==> src/rtl/ipcl_pkg.sv <==
package ipcl_pkg;

  localparam int MAX_PACKET_BYTES = 512;
  localparam int OFF_W = $clog2(MAX_PACKET_BYTES + 1);

  localparam logic [7:0] TYPE_TIME_EXCEEDED    = 8'd11;
  localparam logic [7:0] CODE_TTL_EXPIRED      = 8'd0;
  localparam logic [7:0] TYPE_UNREACHABLE      = 8'd3;
  localparam logic [7:0] CODE_PORT_UNREACHABLE = 8'd3;

  localparam logic [5:0] ICMP_HDR_BYTES = 6'd8;
  localparam logic [15:0] BASE_PORT_RESET = 16'd33434;

  localparam int CFG_IDX_W  = 1;
  localparam int CFG_DATA_W = 16;
  localparam logic [CFG_IDX_W-1:0] REG_BASE_PORT = 1'b0;
  localparam logic [CFG_IDX_W-1:0] REG_PROBE_SEQ = 1'b1;

  typedef enum logic [1:0] {
    VERDICT_OTHER   = 2'd0,
    VERDICT_HOP     = 2'd1,
    VERDICT_REACHED = 2'd2
  } verdict_e;

  // Fields captured from one packet, handed over on its final byte.
  typedef struct packed {
    logic        valid;
    logic [7:0]  icmp_type;
    logic [7:0]  icmp_code;
    logic [15:0] quoted_port;
    logic        port_complete;
    logic [31:0] source_address;
  } pkt_summary_t;

  // Header length field (low nibble) in bytes.
  function automatic logic [5:0] hdr_len(input logic [7:0] b);
    return {b[3:0], 2'b00};
  endfunction

endpackage

==> src/rtl/ipcl_ifs.sv <==
interface ipcl_byte_if;
  logic       valid;
  logic       ready;
  logic [7:0] packet_byte;
  logic       last_byte;

  modport source (output valid, output packet_byte, output last_byte, input ready);
  modport sink   (input valid, input packet_byte, input last_byte, output ready);
endinterface

interface ipcl_result_if;
  logic        valid;
  logic        ready;
  logic [1:0]  verdict;
  logic        truncated;
  logic [31:0] hop_address;

  modport source (output valid, output verdict, output truncated, output hop_address,
                  input ready);
  modport sink   (input valid, input verdict, input truncated, input hop_address,
                  output ready);
endinterface

==> src/rtl/ipcl_parser.sv <==
module ipcl_parser
  import ipcl_pkg::*;
(
  input  logic         clk_i,
  input  logic         rst_ni,
  input  logic         in_valid_i,
  output logic         in_ready_o,
  input  logic [7:0]   in_byte_i,
  input  logic         in_last_i,
  input  logic         res_take_i,
  output pkt_summary_t summary_o
);

  logic             in_valid_q;
  logic [7:0]       byte_q;
  logic             last_q;
  logic             advance;

  logic [OFF_W-1:0] off_q, off_d;
  logic [5:0]       ol_q, ol_d;
  logic [5:0]       il_q, il_d;
  logic [7:0]       type_q, type_d;
  logic [7:0]       code_q, code_d;
  logic [15:0]      port_q, port_d;
  logic             done_q, done_d;
  logic [31:0]      src_q, src_d;

  logic [5:0]       ol_u, il_u;
  logic [7:0]       type_u, code_u;
  logic [15:0]      port_u;
  logic             done_u;
  logic [31:0]      src_u;
  logic [OFF_W-1:0] ol_at, inner_at, port_at;
  logic             in_range;

  // Hold a final byte while the result register is still full.
  assign advance    = in_valid_q && (!last_q || res_take_i);
  assign in_ready_o = !in_valid_q || advance;

  always_ff @(posedge clk_i or negedge rst_ni) begin
    if (!rst_ni) begin
      in_valid_q <= 1'b0;
    end else if (in_ready_o) begin
      in_valid_q <= in_valid_i;
    end
  end

  always_ff @(posedge clk_i) begin
    if (in_ready_o && in_valid_i) begin
      byte_q <= in_byte_i;
      last_q <= in_last_i;
    end
  end

  always_comb begin
    in_range = off_q < OFF_W'(MAX_PACKET_BYTES);
    ol_u   = ol_q;
    il_u   = il_q;
    type_u = type_q;
    code_u = code_q;
    port_u = port_q;
    done_u = done_q;
    src_u  = src_q;

    // Lengths take effect on the byte that carries them.
    if (off_q == '0) begin
      ol_u = hdr_len(byte_q);
    end
    ol_at    = OFF_W'(ol_u);
    inner_at = OFF_W'({1'b0, ol_u} + {1'b0, ICMP_HDR_BYTES});
    if (off_q == inner_at) begin
      il_u = hdr_len(byte_q);
    end
    port_at = inner_at + OFF_W'(il_u) + OFF_W'(2);

    unique case (off_q)
      OFF_W'(12): src_u[31:24] = byte_q;
      OFF_W'(13): src_u[23:16] = byte_q;
      OFF_W'(14): src_u[15:8]  = byte_q;
      OFF_W'(15): src_u[7:0]   = byte_q;
      default: ;
    endcase

    if (off_q == ol_at) begin
      type_u = byte_q;
    end
    if (off_q == ol_at + OFF_W'(1)) begin
      code_u = byte_q;
    end
    if (off_q == port_at) begin
      port_u[15:8] = byte_q;
    end
    if (off_q == port_at + OFF_W'(1)) begin
      port_u[7:0] = byte_q;
      done_u      = 1'b1;
    end

    // Drop bytes beyond the buffer size.
    if (!in_range) begin
      ol_u   = ol_q;
      il_u   = il_q;
      type_u = type_q;
      code_u = code_q;
      port_u = port_q;
      done_u = done_q;
      src_u  = src_q;
    end

    summary_o.valid          = advance && last_q;
    summary_o.icmp_type      = type_u;
    summary_o.icmp_code      = code_u;
    summary_o.quoted_port    = port_u;
    summary_o.port_complete  = done_u;
    summary_o.source_address = src_u;

    if (last_q) begin
      off_d  = '0;
      ol_d   = '0;
      il_d   = '0;
      type_d = '0;
      code_d = '0;
      port_d = '0;
      done_d = 1'b0;
      src_d  = '0;
    end else begin
      off_d  = in_range ? off_q + OFF_W'(1) : off_q;
      ol_d   = ol_u;
      il_d   = il_u;
      type_d = type_u;
      code_d = code_u;
      port_d = port_u;
      done_d = done_u;
      src_d  = src_u;
    end
  end

  always_ff @(posedge clk_i or negedge rst_ni) begin
    if (!rst_ni) begin
      off_q  <= '0;
      ol_q   <= '0;
      il_q   <= '0;
      type_q <= '0;
      code_q <= '0;
      port_q <= '0;
      done_q <= 1'b0;
      src_q  <= '0;
    end else if (advance) begin
      off_q  <= off_d;
      ol_q   <= ol_d;
      il_q   <= il_d;
      type_q <= type_d;
      code_q <= code_d;
      port_q <= port_d;
      done_q <= done_d;
      src_q  <= src_d;
    end
  end

endmodule

==> src/rtl/ipcl_verdict.sv <==
module ipcl_verdict
  import ipcl_pkg::*;
(
  input  logic                  clk_i,
  input  logic                  rst_ni,
  input  logic                  cfg_we_i,
  input  logic [CFG_IDX_W-1:0]  cfg_index_i,
  input  logic [CFG_DATA_W-1:0] cfg_data_i,
  input  pkt_summary_t          summary_i,
  output logic                  res_take_o,
  output logic                  out_valid_o,
  input  logic                  out_ready_i,
  output logic [1:0]            verdict_o,
  output logic                  truncated_o,
  output logic [31:0]           hop_address_o
);

  logic [15:0] base_port_q;
  logic [15:0] probe_seq_q;
  logic [15:0] expect_sum;
  logic [15:0] expect_port;
  verdict_e    verdict_d;
  logic        out_valid_q;
  verdict_e    verdict_q;
  logic        truncated_q;
  logic [31:0] hop_q;

  always_ff @(posedge clk_i or negedge rst_ni) begin
    if (!rst_ni) begin
      base_port_q <= BASE_PORT_RESET;
      probe_seq_q <= '0;
    end else if (cfg_we_i) begin
      unique case (cfg_index_i)
        REG_BASE_PORT: base_port_q <= cfg_data_i;
        REG_PROBE_SEQ: probe_seq_q <= cfg_data_i;
        default: ;
      endcase
    end
  end

  // Port zero is never used by a probe: map it to one.
  assign expect_sum  = base_port_q + probe_seq_q;
  assign expect_port = (expect_sum == '0) ? 16'd1 : expect_sum;

  always_comb begin
    verdict_d = VERDICT_OTHER;
    if (summary_i.port_complete && summary_i.quoted_port == expect_port) begin
      priority if (summary_i.icmp_type == TYPE_TIME_EXCEEDED &&
                   summary_i.icmp_code == CODE_TTL_EXPIRED) begin
        verdict_d = VERDICT_HOP;
      end else if (summary_i.icmp_type == TYPE_UNREACHABLE &&
                   summary_i.icmp_code == CODE_PORT_UNREACHABLE) begin
        verdict_d = VERDICT_REACHED;
      end else begin
        verdict_d = VERDICT_OTHER;
      end
    end
  end

  assign res_take_o = !out_valid_q || out_ready_i;

  always_ff @(posedge clk_i or negedge rst_ni) begin
    if (!rst_ni) begin
      out_valid_q <= 1'b0;
    end else if (summary_i.valid) begin
      out_valid_q <= 1'b1;
    end else if (out_ready_i) begin
      out_valid_q <= 1'b0;
    end
  end

  always_ff @(posedge clk_i) begin
    if (summary_i.valid) begin
      verdict_q   <= verdict_d;
      truncated_q <= !summary_i.port_complete;
      hop_q       <= summary_i.source_address;
    end
  end

  assign out_valid_o   = out_valid_q;
  assign verdict_o     = verdict_q;
  assign truncated_o   = truncated_q;
  assign hop_address_o = hop_q;

endmodule

==> src/rtl/icmp_probe_reply_classifier_core.sv <==
// The input register captures each accepted byte, which is parsed from there;
// the verdict word of a packet is registered from the summary of its final byte.
// Throughput: one byte per cycle, set by the input register and single-pass
// field capture; a final byte waits only while the result word is stalled.
// Reset: asynchronous, active low; clears packet state and handshakes, loads
// base_port with 33434 and probe_seq with 0.
module icmp_probe_reply_classifier_core
  import ipcl_pkg::*;
(
  input  logic                  clk_i,
  input  logic                  rst_ni,
  input  logic                  cfg_we_i,
  input  logic [CFG_IDX_W-1:0]  cfg_index_i,
  input  logic [CFG_DATA_W-1:0] cfg_data_i,
  ipcl_byte_if.sink             pkt_i,
  ipcl_result_if.source         res_o
);

  pkt_summary_t summary;
  logic         res_take;

  ipcl_parser u_parser (
    .clk_i      (clk_i),
    .rst_ni     (rst_ni),
    .in_valid_i (pkt_i.valid),
    .in_ready_o (pkt_i.ready),
    .in_byte_i  (pkt_i.packet_byte),
    .in_last_i  (pkt_i.last_byte),
    .res_take_i (res_take),
    .summary_o  (summary)
  );

  ipcl_verdict u_verdict (
    .clk_i         (clk_i),
    .rst_ni        (rst_ni),
    .cfg_we_i      (cfg_we_i),
    .cfg_index_i   (cfg_index_i),
    .cfg_data_i    (cfg_data_i),
    .summary_i     (summary),
    .res_take_o    (res_take),
    .out_valid_o   (res_o.valid),
    .out_ready_i   (res_o.ready),
    .verdict_o     (res_o.verdict),
    .truncated_o   (res_o.truncated),
    .hop_address_o (res_o.hop_address)
  );

endmodule

==> src/flat_wrapper.sv <==
// flat-port wrapper written by rule: the top's interface ports become plain ports
module icmp_probe_reply_classifier_core_flat import ipcl_pkg::*;
  (clk_i, rst_ni, cfg_we_i, cfg_index_i, cfg_data_i, pkt_i_valid, pkt_i_packet_byte, pkt_i_last_byte, pkt_i_ready, res_o_valid, res_o_verdict, res_o_truncated, res_o_hop_address, res_o_ready);
  ipcl_byte_if pkt_i_i ();
  ipcl_result_if res_o_i ();
  input  logic clk_i;
  input  logic rst_ni;
  input  logic cfg_we_i;
  input  logic [CFG_IDX_W-1:0] cfg_index_i;
  input  logic [CFG_DATA_W-1:0] cfg_data_i;
  input wire logic [$bits(pkt_i_i.valid)-1:0] pkt_i_valid;
  input wire logic [$bits(pkt_i_i.packet_byte)-1:0] pkt_i_packet_byte;
  input wire logic [$bits(pkt_i_i.last_byte)-1:0] pkt_i_last_byte;
  output wire logic [$bits(pkt_i_i.ready)-1:0] pkt_i_ready;
  output wire logic [$bits(res_o_i.valid)-1:0] res_o_valid;
  output wire logic [$bits(res_o_i.verdict)-1:0] res_o_verdict;
  output wire logic [$bits(res_o_i.truncated)-1:0] res_o_truncated;
  output wire logic [$bits(res_o_i.hop_address)-1:0] res_o_hop_address;
  input wire logic [$bits(res_o_i.ready)-1:0] res_o_ready;
  assign pkt_i_i.valid = pkt_i_valid;
  assign pkt_i_i.packet_byte = pkt_i_packet_byte;
  assign pkt_i_i.last_byte = pkt_i_last_byte;
  assign pkt_i_ready = pkt_i_i.ready;
  assign res_o_valid = res_o_i.valid;
  assign res_o_verdict = res_o_i.verdict;
  assign res_o_truncated = res_o_i.truncated;
  assign res_o_hop_address = res_o_i.hop_address;
  assign res_o_i.ready = res_o_ready;
  icmp_probe_reply_classifier_core u_core (.clk_i(clk_i), .rst_ni(rst_ni), .cfg_we_i(cfg_we_i), .cfg_index_i(cfg_index_i), .cfg_data_i(cfg_data_i), .pkt_i(pkt_i_i), .res_o(res_o_i));
endmodule
==> config.mk <==
export PLATFORM = sky130hd
export DESIGN_NAME = icmp_probe_reply_classifier_core_flat
export DESIGN_NICKNAME = d
export VERILOG_FILES = /design/src/rtl/ipcl_pkg.sv /design/src/rtl/ipcl_ifs.sv /design/src/rtl/ipcl_parser.sv /design/src/rtl/ipcl_verdict.sv /design/src/rtl/icmp_probe_reply_classifier_core.sv /design/src/flat_wrapper.sv
export SDC_FILE = /design/constraint.sdc
export NUM_CORES = 1
export LEC_CHECK = 0
export BUFFER_PORTS_ARGS = -buffer_cell sky130_fd_sc_hd__buf_4
export CAP_MARGIN = 0
export CORE_MARGIN = 4
export CORE_UTILIZATION = 53
export DETAILED_ROUTE_END_ITERATION = 8
export MAX_ROUTING_LAYER = met4
export PLACE_DENSITY = 0.81
export SLEW_MARGIN = 20
export SYNTH_ARGS = -nofsm -noshare
export SYNTH_HDL_FRONTEND = slang
export SYNTH_SLANG_ARGS = --single-unit
==> constraint.sdc <==
create_clock -name clk_i -period 21 [get_ports clk_i]
set_clock_uncertainty 0.15 [all_clocks]
set_input_delay 4.2 -clock clk_i [delete_from_list [all_inputs] [get_ports clk_i]]
set_output_delay 4.2 -clock clk_i [all_outputs]
set_load 0.05 [all_outputs]
==> results of run 1 <==
[cells in the mapped netlist (19+ instances only)]
cell	instances
sky130_fd_sc_hd__ha_1	34
sky130_fd_sc_hd__xnor2_1	33
sky130_fd_sc_hd__a22oi_1	24
sky130_fd_sc_hd__clkbuf_1	53
sky130_fd_sc_hd__edfxtp_1	44
sky130_fd_sc_hd__mux2_2	61
sky130_fd_sc_hd__nand2_1	163
sky130_fd_sc_hd__inv_1	28
sky130_fd_sc_hd__dfrtp_1	115
sky130_fd_sc_hd__nand3_1	19
sky130_fd_sc_hd__nor2_1	39
sky130_fd_sc_hd__o21ai_0	104
sky130_fd_sc_hd__a21oi_1	45
sky130_fd_sc_hd__nor3_1	25
sky130_fd_sc_hd__xor2_1	23
[cell type report]
| type | instances | share of cell area [%] |
|---|---|---|
| Clock buffer | 19 | 4.01 |
| Sequential cell | 165 | 40.4 |
| Tap cell | 225 | 2.61 |
| Multi-Input combinational cell | 745 | 45.5 |
| Timing Repair Buffer | 76 | 5.29 |
| Inverter | 28 | 0.974 |
| Clock inverter | 13 | 1.29 |
[per-layer routing]
layer | up-vias | share of wire, % | global-route usage, %
met5 | - | 0 | -
li1 | 3626 | - | -
met3 | 29 | 6.2 | 3.92
met2 | 261 | 46 | 34.1
met1 | 3638 | 46 | 32.7
met4 | 0 | 1.7 | 7.30
[state kept, by name, indices dropped and copies added (netlist names), 2 cells and up]
register and flops:
u_core.u_parser.code_q 8, u_core.u_verdict.verdict_o 2, u_core.u_parser.src_q 32, u_core.u_parser.off_q 10, u_core.u_verdict.hop_address_o 32, u_core.u_verdict.base_port_q 16, u_core.u_parser.ol_q 6, u_core.u_parser.port_q 16
u_core.u_parser.byte_q 8, u_core.u_parser.type_q 8, u_core.u_parser.il_q 6, u_core.u_verdict.probe_seq_q 16
[worst max-delay path, stage by stage]
cell                       delay (ns)
sky130_fd_sc_hd__buf_4           0.12
sky130_fd_sc_hd__nand4b_1        0.20
sky130_fd_sc_hd__buf_4           0.23
[cell families after synthesis]
family	after synthesis	synth area share, %
AND/OR/NAND/NOR	349	17.4
AO/OA/AOI/OAI	230	14.5
flip-flops	165	45.3
buffers and inverters	89	3.68
multiplexers	70	8.14
XOR/XNOR	60	6.07
adder cells (fa/ha/maj)	36	4.84
[worst max path at each step]
stage / end / slack, ns / depth (start not counted)
final: pkt_i_ready / 11.89 / 3
after global routing: pkt_i_ready / 11.87 / 3
after CTS: pkt_i_ready / 11.89 / 3
after detailed placement: pkt_i_ready / 11.89 / 3
after global placement: pkt_i_ready / 11.92 / 3
after floorplan: pkt_i_ready / 11.87 / 1
[power groups by stage]
stage | Sequential [mW] | Clock [mW] | Combinational, mW
detailed placement | 0.426 | 0 | 0.420
global placement | 0.424 | 0 | 0.409
CTS | 0.421 | 0.310 | 0.424
global route | 0.429 | 0.322 | 0.474
finish | 0.423 | 0.307 | 0.427
floorplan | 0.418 | 0 | 0.337
[through the flow]
stage	power [mW]	setup slack (ns)	hold WS, ns	cell area [um2]
6_report	1.16	11.89	0.333	10800
5_1_grt	1.23	11.87	0.345	10800
4_1_cts	1.16	11.89	0.335	10800
3_5_place_dp	0.847	11.89	0.318	10200
3_3_place_gp	0.833	11.92	0.307	10200
2_1_floorplan	0.755	11.87	0.292	9610
==> run summary, run 1 <==
In the layout the commonest cells are sky130_fd_sc_hd__nand2_1, sky130_fd_sc_hd__dfrtp_1, sky130_fd_sc_hd__o21ai_0, sky130_fd_sc_hd__buf_4, sky130_fd_sc_hd__mux2_2. The share of power burned in combinational logic is 36.9%, and the power spent charging and discharging nets is 427 uW. Once placement completed, the tool counted placed cells totaling 1,239. For the count of pins over their slew limit, the log shows 0. The run gives 54.8% as the effective utilization at floorplan. TritonCTS built the clock tree. Total clock sinks: 165.

The fraction of layout cells with a size suffix above 1 came out at 18.5%. For the final cell utilization of the core, the log shows 61.6%. The critical path starts at res_o_ready.

The multi-input combinational cells in the finished layout cover a total of 4910 um2. The run gives 45.3% as the proportion of synthesized chip area in sequential cells. The detail-routed via count per cell was 5.94; the detailed-route DRC error count was 0. Measured along the x axis, the die boundary spans 143 um.

Along the worst hold path, the cell count comes to 2. Final sum of negative setup slack: 0 ns. After detailed routing, the average wire length per cell comes to 17.5 um. The critical register-to-register path endpoint is u_core.u_verdict.verdict_o[1]$_SDFFCE_PP0P_.

In this run the worst path has a maximum fanout of 3. The clock root buffer was sky130_fd_sc_hd__clkbuf_16. Buffers inserted to repair hold after CTS numbered 0.

The number of antenna diodes in the final layout is 0. The worst setup path is captured at an output port. The cell row count is 48, and the total via count after detailed routing is 7,554. The HPWL after detailed placement is 15,200 um. The area share of the largest cell type after synthesis came out at 29.9%.

Summed over all layers, the routed wires come to 22,200 um. The die is 143 um tall. The count of flip-flops with a built-in enable after synthesis was 44. The deepest level of the CTS H-tree is 4, and the leakage power is 4.57 nW. The tools report the start point of the worst min-delay path as u_core.u_parser.src_q[8]$_DFFE_PN0P_. The tools report the number of antenna violations at the first check in global routing as 0. Yosys attributes the largest share of cell area to sky130_fd_sc_hd__dfrtp_1, sky130_fd_sc_hd__edfxtp_1, sky130_fd_sc_hd__mux2_2. The worst path needs 9.11 ns of the cycle, external delays included.

Maximum number of pins on one net before global-route repair: 84. The measured slew at the worst slew-check pin is 0.834 ns, and the count of state elements after synthesis is 165. The layout has 1,427 filler cells. In the synthesized netlist the async set-or-reset flop fraction comes to 73.3%. The via count of the first global-routing pass was 7,146. In this run, distinct cell masters in the synthesized netlist total 71. Leaving out fill and tap cells, the most frequent cell in the layout is sky130_fd_sc_hd__nand2_1. Cell internal power was estimated by the tool at 729 uW. The count of nets left with antenna violations once routing finished came out at 0. The run gives 0 as the global-route congestion overflow total. The flow ran to the end, and the final reports show no timing, DRC or antenna violations.

Yosys printed 0 warnings. The tools report the part of the power in the clock network as 26.5%. The tools report the buffer depth of the longest clock path as 2. The area growth from synthesis to layout is 12.3%. The number of primary I/O pins is 68. The first routing iteration left 653 violations. For this design the ratio of total power to cell area is 107 nW/um2.

Measured against its own limit, the worst slew margin works out to 44.4%. In this run the tool buffered the top-level ports with 67 buffer cells. The worst register-to-register path has a depth of 23. The end point of the worst hold path is u_core.u_parser.src_q[8]$_DFFE_PN0P_.

The number of clock buffers added by TritonCTS is 17. Summed over all instances, the cell type with the most area after synthesis is sky130_fd_sc_hd__dfrtp_1. The power share of the sequential group was 36.5%. The first global-routing pass estimated 36,400 um of wire. The path type of the worst setup path is in2out. The tool flagged a number of max-cap violations equal to 0.

The logs give 4360 um2 for the register area and 71.8 uV for the worst-case vdd ir drop. The insertion delay to the later sink of the worst-skew pair was 0.44 ns. The timing-limited maximum frequency was 0.110 GHz. When the netlist entered floorplanning its net count stood at 1,066.

The flop-to-flop setup slack is 13.59 ns, and the overall routing resource usage is 23.1%. The worst hold path belongs to the class reg2reg. The endpoint required time on the critical path was 16.65 ns. Placeable core area: 17,500 um2.

The floorplan step defined a die boundary enclosing 20,400 um2. Setup violations remaining at the end of the flow were counted as 0. Final worst-path cycle share: 43.4%. The clock-pin slew reported for the worst setup and hold paths after clock tree synthesis came out at 0.07 ns. The run gives 0.929 as the weighted congestion at the end of routability-driven global placement. The instance count of the mapped netlist is 999. Data on the critical path arrives at its endpoint at 4.76 ns. The net switching fraction of the power works out to 36.9%.

Once the clock tree was built, the setup fixing pass inserted 0 buffers. Post-layout net count: 1,100. The run gives 5 as the detailed-routing iteration count for the pre-antenna-repair pass.

The per-instance average area after synthesis is 9.62 um2. Post-CTS repair changed the size of 0 cells. Summed instance area of the synthesized netlist: 9610 um2. The start of the worst register-to-register path is u_core.u_parser.off_q[4]$_DFFE_PN0P_. The logs give 1,271 for the final standard cell count with taps included and fillers excluded and 0 for the number of failing hold endpoints at the final stage.

The worst setup path is launched from a primary input. Setup repair after global routing left no endpoint under its margin. Prevailing post-synth register cell: sky130_fd_sc_hd__dfrtp_1.
(Power assumes the default switching activity.)
==> run 2: changes to the inputs <==
==> constraint.sdc (replaced) <==
create_clock -name clk_i -period 8.55 [get_ports clk_i]
set_clock_uncertainty 0.15 [all_clocks]
set_input_delay 1.71 -clock clk_i [delete_from_list [all_inputs] [get_ports clk_i]]
set_output_delay 1.71 -clock clk_i [all_outputs]
set_load 0.05 [all_outputs]
==> run summary, run 2 (synthesis gave the netlist of run 1 again) <==
TritonCTS built the clock tree. The measured slew at the worst slew-check pin is 0.840 ns (was 0.834 ns). The weighted congestion at the end of routability-driven global placement is 0.901 (was 0.929). Fraction of layout cells with a size suffix above 1: 18.5% (unchanged). The count of max-cap constraint violations was 0 (unchanged); the height of the chip was 143 um (unchanged).

The largest delay contributor family on the critical path is simple AND/OR/NAND/NOR gates (was buffers and inverters). The type of origin of the critical path was a flip-flop (was a primary input). The logs give 0 (unchanged) for the number of failing hold endpoints at the final stage and 17 (unchanged) for the number of CTS-inserted buffers. Total die area: 20,400 um2 (unchanged).

The worst-case vdd ir drop is 172 uV (was 71.8 uV). The logs give 22,900 um (was 22,200 um) for the wire length after detailed routing and 0.135 GHz for the timing-limited maximum frequency. The number of nets with antenna violations after detailed routing came out at 0 (unchanged). The logs give 0 (unchanged) for the detailed-route DRC error count and 2 (unchanged) for the buffer depth of the longest clock path. The setup slack after layout came out at 1.16 ns (was 11.89 ns). The most common cell after layout, fill and taps aside was sky130_fd_sc_hd__nand2_1 (unchanged). The hold buffer count at cts was 0 (unchanged); the number of antenna violations at the first check in global routing was 0 (unchanged). The first-pass GRT wire length came out at 37,100 um (was 36,400 um). Most frequent cells in the layout: sky130_fd_sc_hd__nand2_1, sky130_fd_sc_hd__dfrtp_1, sky130_fd_sc_hd__o21ai_0, sky130_fd_sc_hd__buf_4, sky130_fd_sc_hd__mux2_2 (unchanged). The placed cell area came out at 10,200 um2 (unchanged). Worst path arrival time: 7.51 ns (was 4.76 ns).

The insertion delay to the later sink of the worst-skew pair was 0.44 ns (about the same); the number of buffers and inverters on the critical path was 3 (was 2). The highest net fanout along the worst path is 17 (was 3). The run gives 7,257 (was 7,146) as the via count of the first global-routing pass. The tools report the final sum of negative setup slack as 0 ns (unchanged).

The power density normalized to cell area was 268 nW/um2 (was 107 nW/um2). Clock root buffer: sky130_fd_sc_hd__clkbuf_16 (unchanged). The path type of the worst setup path was reg2reg (was in2out). The detail-routed via count per cell was 5.98 (was 5.94); the width of the die was 143 um (unchanged). Met3 wirelength from detailed routing: 1380 um (was 1370 um). Master of the slowest instance on the critical path: sky130_fd_sc_hd__or4_4 (was sky130_fd_sc_hd__buf_4). For the initial detailed-routing violation count, the log shows 666 (was 653). Critical-path cell list: or3_1, or4_4, a21oi_1, inv_1, ha_1, xor2_1, xnor2_1, nand4_1, mux2_2, ha_1, inv_1, fa_1, nor2b_1, o22ai_1, or3_1, a311oi_1, mux2_2, o221ai_1, buf_4, mux2i_1, xnor2_1, nand3_1, nor4_1 (was buf_4, nand4b_1, buf_4). The peak per-stage delay on the critical path came out at 0.62 ns (was 0.23 ns). For the global-route congestion overflow total, the log shows 0 (unchanged). The element type at the critical path end was a flip-flop (was an output port). The detailed-route wire length per cell is 18.0 um (was 17.5 um). The endpoint required time on the critical path was 8.66 ns (was 16.65 ns); the count of buffers added by post-CTS timing repair for setup was 0 (unchanged). Counting I/O delays and the setup requirement, the final critical path takes 7.39 ns. The final non-filler cell area was 10,800 um2 (about the same); the final standard cell count with taps included and fillers excluded was 1,271 (unchanged). Post-route met1 wirelength: 10,200 um (about the same). The worst hold-check path type is reg2reg (unchanged).

The logs give 23.7% (was 23.1%) for the overall routing resource usage and 61.8% (was 61.6%) for the final cell utilization of the core. Maximum number of pins on one net before global-route repair: 66 (was 84). The run gives 0 (unchanged) as the count of pins over their slew limit.

The number of gates given a new drive strength after cts is 0 (unchanged), and the total via count after detailed routing is 7,600 (was 7,554). The logs give 0 (unchanged) for the count of antenna diodes in the layout and 1,239 (unchanged) for the number of placed cells counting well taps. The post-placement setup slack is 1.26 ns (was 11.89 ns), and the worst max-slew margin expressed relative to the limit is 44.0% (was 44.4%). The clock-pin slew reported for the worst setup and hold paths after clock tree synthesis was 0.07 ns (about the same).

The setup violation total in the final timing report is 0 (unchanged), and the deepest level of the CTS H-tree is 4 (unchanged). The count of input and output buffers was 67 (unchanged). The leakage power is 4.60 nW (was 4.57 nW).

The tools report the number of primary I/O pins as 68 (unchanged). The area growth from synthesis to layout came out at 12.7% (was 12.3%). The highest routing layer actually used is met4 (unchanged). The final critical path takes up 86.5% of the cycle.

Total clock sinks: 165 (unchanged). The post-layout net count is 1,100 (unchanged). Cell row count: 48 (unchanged).

The run finished with clean final reports. Setup repair after global routing left no endpoint under its margin. The half-perimeter wire length after detailed placement is 15,700 um (was 15,200 um), and the effective utilization at floorplan is 54.8% (unchanged). Placeable core area: 17,500 um2 (unchanged). The detailed-routing iteration count for the pre-antenna-repair pass was 7 (was 5); the met2 wire length was 11,100 um (was 10,200 um).
-- run 2: final timing paths --
check	startpoint	cells after the start	to	slack (ns)
min reg2reg	u_core.u_parser.src_q[19]$_DFFE_PN0P_	2	u_core.u_parser.src_q[19]$_DFFE_PN0P_	0.33
max reg2reg	u_core.u_parser.off_q[4]$_DFFE_PN0P_	23	u_core.u_verdict.verdict_o[0]$_SDFFCE_PN0P_	1.16
max in group asynchronous	rst_ni	2	u_core.u_parser.port_q[12]$_DFFE_PN0P_	5.76
min in group asynchronous	rst_ni	1	u_core.u_parser.src_q[22]$_DFFE_PN0P_	1.23
max	u_core.u_parser.off_q[4]$_DFFE_PN0P_	23	u_core.u_verdict.verdict_o[0]$_SDFFCE_PN0P_	1.16
min	u_core.u_parser.src_q[19]$_DFFE_PN0P_	2	u_core.u_parser.src_q[19]$_DFFE_PN0P_	0.33
-- run 2: metal layers --
metal,vias up,global-route usage [%]
li1,3625,-
met1,3713,31.8
met2,230,37.4
met3,32,4.42
met4,0,6.00
met5,-,-
-- run 2: per-stage QoR --
step	power, mW	hold WS [ns]
floorplan	1.86	0.292
global placement	2.06	0.306
detailed placement	2.09	0.316
CTS	2.91	0.332
global route	3.08	0.362
finish	2.91	0.328
-- run 2: layout make-up --
type / instances / area [um2]
fillers: 1400 / 6700
multi-input cells: 745 / 4910
flip-flops and latches: 165 / 4360
repair buffers: 76 / 571
clock buffers: 19 / 443
well taps: 225 / 282
clock inverters: 13 / 170
inverters: 28 / 105
-- run 2: power breakdown --
group          total (mW)  leakage [nW]  switching, mW  internal, mW
combinational        1.06          2.29          0.602         0.455
sequential           1.04          2.01          0.115         0.925
clock               0.809         0.298          0.337         0.472
-- run 2: tightest hold or removal path: cells and delay by family (launching register included) --
kind            cells  cell delay, ns
simple gates        1            0.04
compound gates      1            0.06
flops               1            0.34
==> run 3: changes to the inputs <==
--- a/config.mk
+++ b/config.mk
@@ -7,11 +7,13 @@
 export LEC_CHECK = 0
 export BUFFER_PORTS_ARGS = -buffer_cell sky130_fd_sc_hd__buf_4
 export CAP_MARGIN = 0
+export CELL_PAD_IN_SITES_DETAIL_PLACEMENT = 0
+export CELL_PAD_IN_SITES_GLOBAL_PLACEMENT = 1
 export CORE_MARGIN = 4
-export CORE_UTILIZATION = 53
+export CORE_UTILIZATION = 48
 export DETAILED_ROUTE_END_ITERATION = 8
 export MAX_ROUTING_LAYER = met4
-export PLACE_DENSITY = 0.81
+export PLACE_DENSITY = 0.91
 export SLEW_MARGIN = 20
 export SYNTH_ARGS = -nofsm -noshare
 export SYNTH_HDL_FRONTEND = slang
==> run summary, run 3 (synthesis gave the netlist of run 1 again) <==
The number of cells on the worst hold path was 2 (unchanged). The effective utilization at floorplan was 49.1% (was 54.8%); the insertion delay to the later sink of the worst-skew pair was 0.44 ns (about the same). The fraction of layout cells with a size suffix above 1 is 18.6% (was 18.5%), and the count of pins over their slew limit is 0 (unchanged). The run gives 0 (unchanged) as the global-route congestion overflow total.

Time the final worst path needs with I/O delays and setup: 7.23 ns (was 7.39 ns). Most frequent cells in the layout: sky130_fd_sc_hd__nand2_1, sky130_fd_sc_hd__dfrtp_1, sky130_fd_sc_hd__o21ai_0, sky130_fd_sc_hd__buf_4, sky130_fd_sc_hd__mux2_2 (unchanged). The hold buffer count at cts is 0 (unchanged). The run gives 51 (was 48) as the cell row count.

The count of max-cap constraint violations is 0 (unchanged), and the number of antenna violations at the first check in global routing is 0 (unchanged). First-pass GRT wire length: 36,700 um (was 37,100 um). The area growth from synthesis to layout came out at 13.0% (was 12.7%).

The height of the chip works out to 150 um (was 143 um). For the worst-case vdd ir drop, the log shows 153 uV (was 172 uV). The clock root buffer was sky130_fd_sc_hd__clkbuf_16 (unchanged).

For the weighted congestion at the end of routability-driven global placement, the log shows 0.879 (was 0.901). The start of the worst register-to-register path is u_core.u_parser.off_q[4]$_DFFE_PN0P_ (unchanged). The number of nets with antenna violations after detailed routing was 0 (unchanged). The total die area came out at 22,400 um2 (was 20,400 um2). The run finished with clean final reports.

Overall routing resource usage: 21.3% (was 23.7%). Half-perimeter wire length after detailed placement: 15,500 um (was 15,700 um). Setup repair after global routing left no endpoint under its margin.

The maximum number of pins on one net before global-route repair came out at 72 (was 66). The detailed-route wire length per cell was 17.2 um (was 18.0 um); the power density normalized to cell area was 262 nW/um2 (was 268 nW/um2). Final worst-path cycle share: 84.5% (was 86.5%). The logs give 1.33 ns (was 1.26 ns) for the post-placement setup slack and 1.32 ns (was 1.16 ns) for the flop-to-flop setup slack. The tools report the total via count after detailed routing as 7,469 (was 7,600). The buffer depth of the longest clock path came out at 2 (unchanged). The most common cell after layout, fill and taps aside is sky130_fd_sc_hd__nand2_1 (unchanged). The final sum of negative setup slack came out at 0 ns (unchanged). The highest net fanout along the worst path works out to 17 (unchanged). The placeable core area came out at 19,600 um2 (was 17,500 um2). The total design power is 2.85 mW (was 2.91 mW), and the number of failing hold endpoints at the final stage is 0 (unchanged). The count of input and output buffers works out to 67 (unchanged). TritonCTS built the clock tree. Worst hold-check path type: reg2reg (unchanged). The element type at the critical path end is a flip-flop (unchanged). The logs give 22,600 um (was 22,900 um) for the wire length after detailed routing and 5 (was 7) for the detailed-routing iteration count for the pre-antenna-repair pass.

The tools report the launching instance or port of the critical path as u_core.u_parser.off_q[4]$_DFFE_PN0P_ (unchanged). The number of CTS-inserted buffers is 17 (unchanged). The setup slack after layout was 1.32 ns (was 1.16 ns); the measured slew at the worst slew-check pin was 0.854 ns (was 0.840 ns). The via count of the first global-routing pass was 7,049 (was 7,257).

For the number of primary I/O pins, the log shows 68 (unchanged). The tools report the start point of the worst min-delay path as u_core.u_parser.src_q[5]$_DFFE_PN0P_ (was u_core.u_parser.src_q[19]$_DFFE_PN0P_). The deepest level of the CTS H-tree was 4 (unchanged). Detailed-route DRC error count: 0 (unchanged).

The detail-routed via count per cell is 5.70 (was 5.98), and the worst max-slew margin expressed relative to the limit is 43.0% (was 44.0%). Worst path arrival time: 7.33 ns (was 7.51 ns). The path type of the worst setup path was reg2reg (unchanged). The logic depth of the worst register-to-register path is 23 (unchanged). The total of fill cells in the finished design came out at 1,705 (was 1,400). The clock-pin slew reported for the worst setup and hold paths after clock tree synthesis works out to 0.07 ns (about the same). The count of antenna diodes in the layout is 0 (unchanged). The post-layout net count came out at 1,100 (unchanged). The endpoint required time on the critical path is 8.65 ns (was 8.66 ns). For the timing-limited maximum frequency, the log shows 0.138 GHz (was 0.135 GHz). The initial detailed-routing violation count came out at 664 (was 666). The leakage power is 4.59 nW (was 4.60 nW), and the count of buffers added by post-CTS timing repair for setup is 0 (unchanged).

The tools report the number of gates given a new drive strength after cts as 0 (unchanged). Setup violation total in the final timing report: 0 (unchanged). The type of origin of the critical path is a flip-flop (unchanged). The final cell utilization of the core was 55.5% (was 61.8%); the total clock sinks was 165 (unchanged). The width of the die came out at 150 um (was 143 um).
==> run 3: changes by cell type in the layout (fill, tap and decap cells not counted), sizes merged <==
cell | previous run | this run
bufinv | 3 | 0
clkinv | 4 | 7
clkbuf | 19 | 17
clkinvlp | 1 | 2
inv | 33 | 34
==> run 3: layout make-up <==
cell class	count	area, um2	area share [%]
inverter	28	105	0.967
tap	265	332	3.05
clock inverter	15	166	1.53
sequential	165	4360	40.1
clock buffer	17	425	3.92
multi-input combinational	745	4910	45.2
timing repair buffer	76	571	5.25
==> run 3: per-layer routing <==
layer | up-vias | GRT usage [%] | wire [um]
met1 | 3613 | 29.9 | 10700
met2 | 187 | 32.6 | 10500
met5 | - | - | 0
met3 | 24 | 3.15 | 1060
li1 | 3645 | - | -
met4 | 0 | 5.77 | 312
==> run 3: critical path, cell delays in order, from the launching register on <==
cell and delay (ns):
sky130_fd_sc_hd__dfrtp_1 0.58, sky130_fd_sc_hd__or3_1 0.49, sky130_fd_sc_hd__or4_4 0.62, sky130_fd_sc_hd__a21oi_1 0.29, sky130_fd_sc_hd__inv_1 0.10, sky130_fd_sc_hd__ha_1 0.34, sky130_fd_sc_hd__xor2_1 0.18, sky130_fd_sc_hd__nor2_1 0.12
sky130_fd_sc_hd__nand4_1 0.29, sky130_fd_sc_hd__mux2_2 0.38, sky130_fd_sc_hd__ha_1 0.29, sky130_fd_sc_hd__inv_1 0.06, sky130_fd_sc_hd__fa_1 0.45, sky130_fd_sc_hd__nor2b_1 0.16, sky130_fd_sc_hd__o22ai_1 0.20, sky130_fd_sc_hd__or3_1 0.41
sky130_fd_sc_hd__a311oi_1 0.33, sky130_fd_sc_hd__mux2_2 0.37, sky130_fd_sc_hd__o221ai_1 0.17, sky130_fd_sc_hd__buf_4 0.26, sky130_fd_sc_hd__mux2i_1 0.24, sky130_fd_sc_hd__xnor2_1 0.14, sky130_fd_sc_hd__nand3_1 0.11, sky130_fd_sc_hd__nor4_1 0.29
==> run 3: metrics by stage <==
step                instances  area [um2]  hold WS, ns
finish                   1311       10900        0.329
global route             1311       10900        0.347
CTS                      1311       10900        0.332
detailed placement       1279       10300        0.316
global placement         1279       10300        0.306
floorplan                 999        9610        0.292
==> run 3: report_power, final <==
part	internal, mW	switching (mW)
Sequential	0.924	0.114
Combinational	0.455	0.592
Clock	0.391	0.373
Total	1.77	1.08
==> run 3: path summary, 6_finish.rpt <==
path | endpoint
setup / recovery | u_core.u_verdict.verdict_o[0]$_SDFFCE_PN0P_
hold / removal | u_core.u_parser.src_q[5]$_DFFE_PN0P_
setup reg to reg | u_core.u_verdict.verdict_o[0]$_SDFFCE_PN0P_
hold reg to reg | u_core.u_parser.src_q[5]$_DFFE_PN0P_
max in group asynchronous | u_core.u_parser.code_q[1]$_DFFE_PN0P_
min in group asynchronous | u_core.u_verdict.probe_seq_q[8]$_DFFE_PN0P_
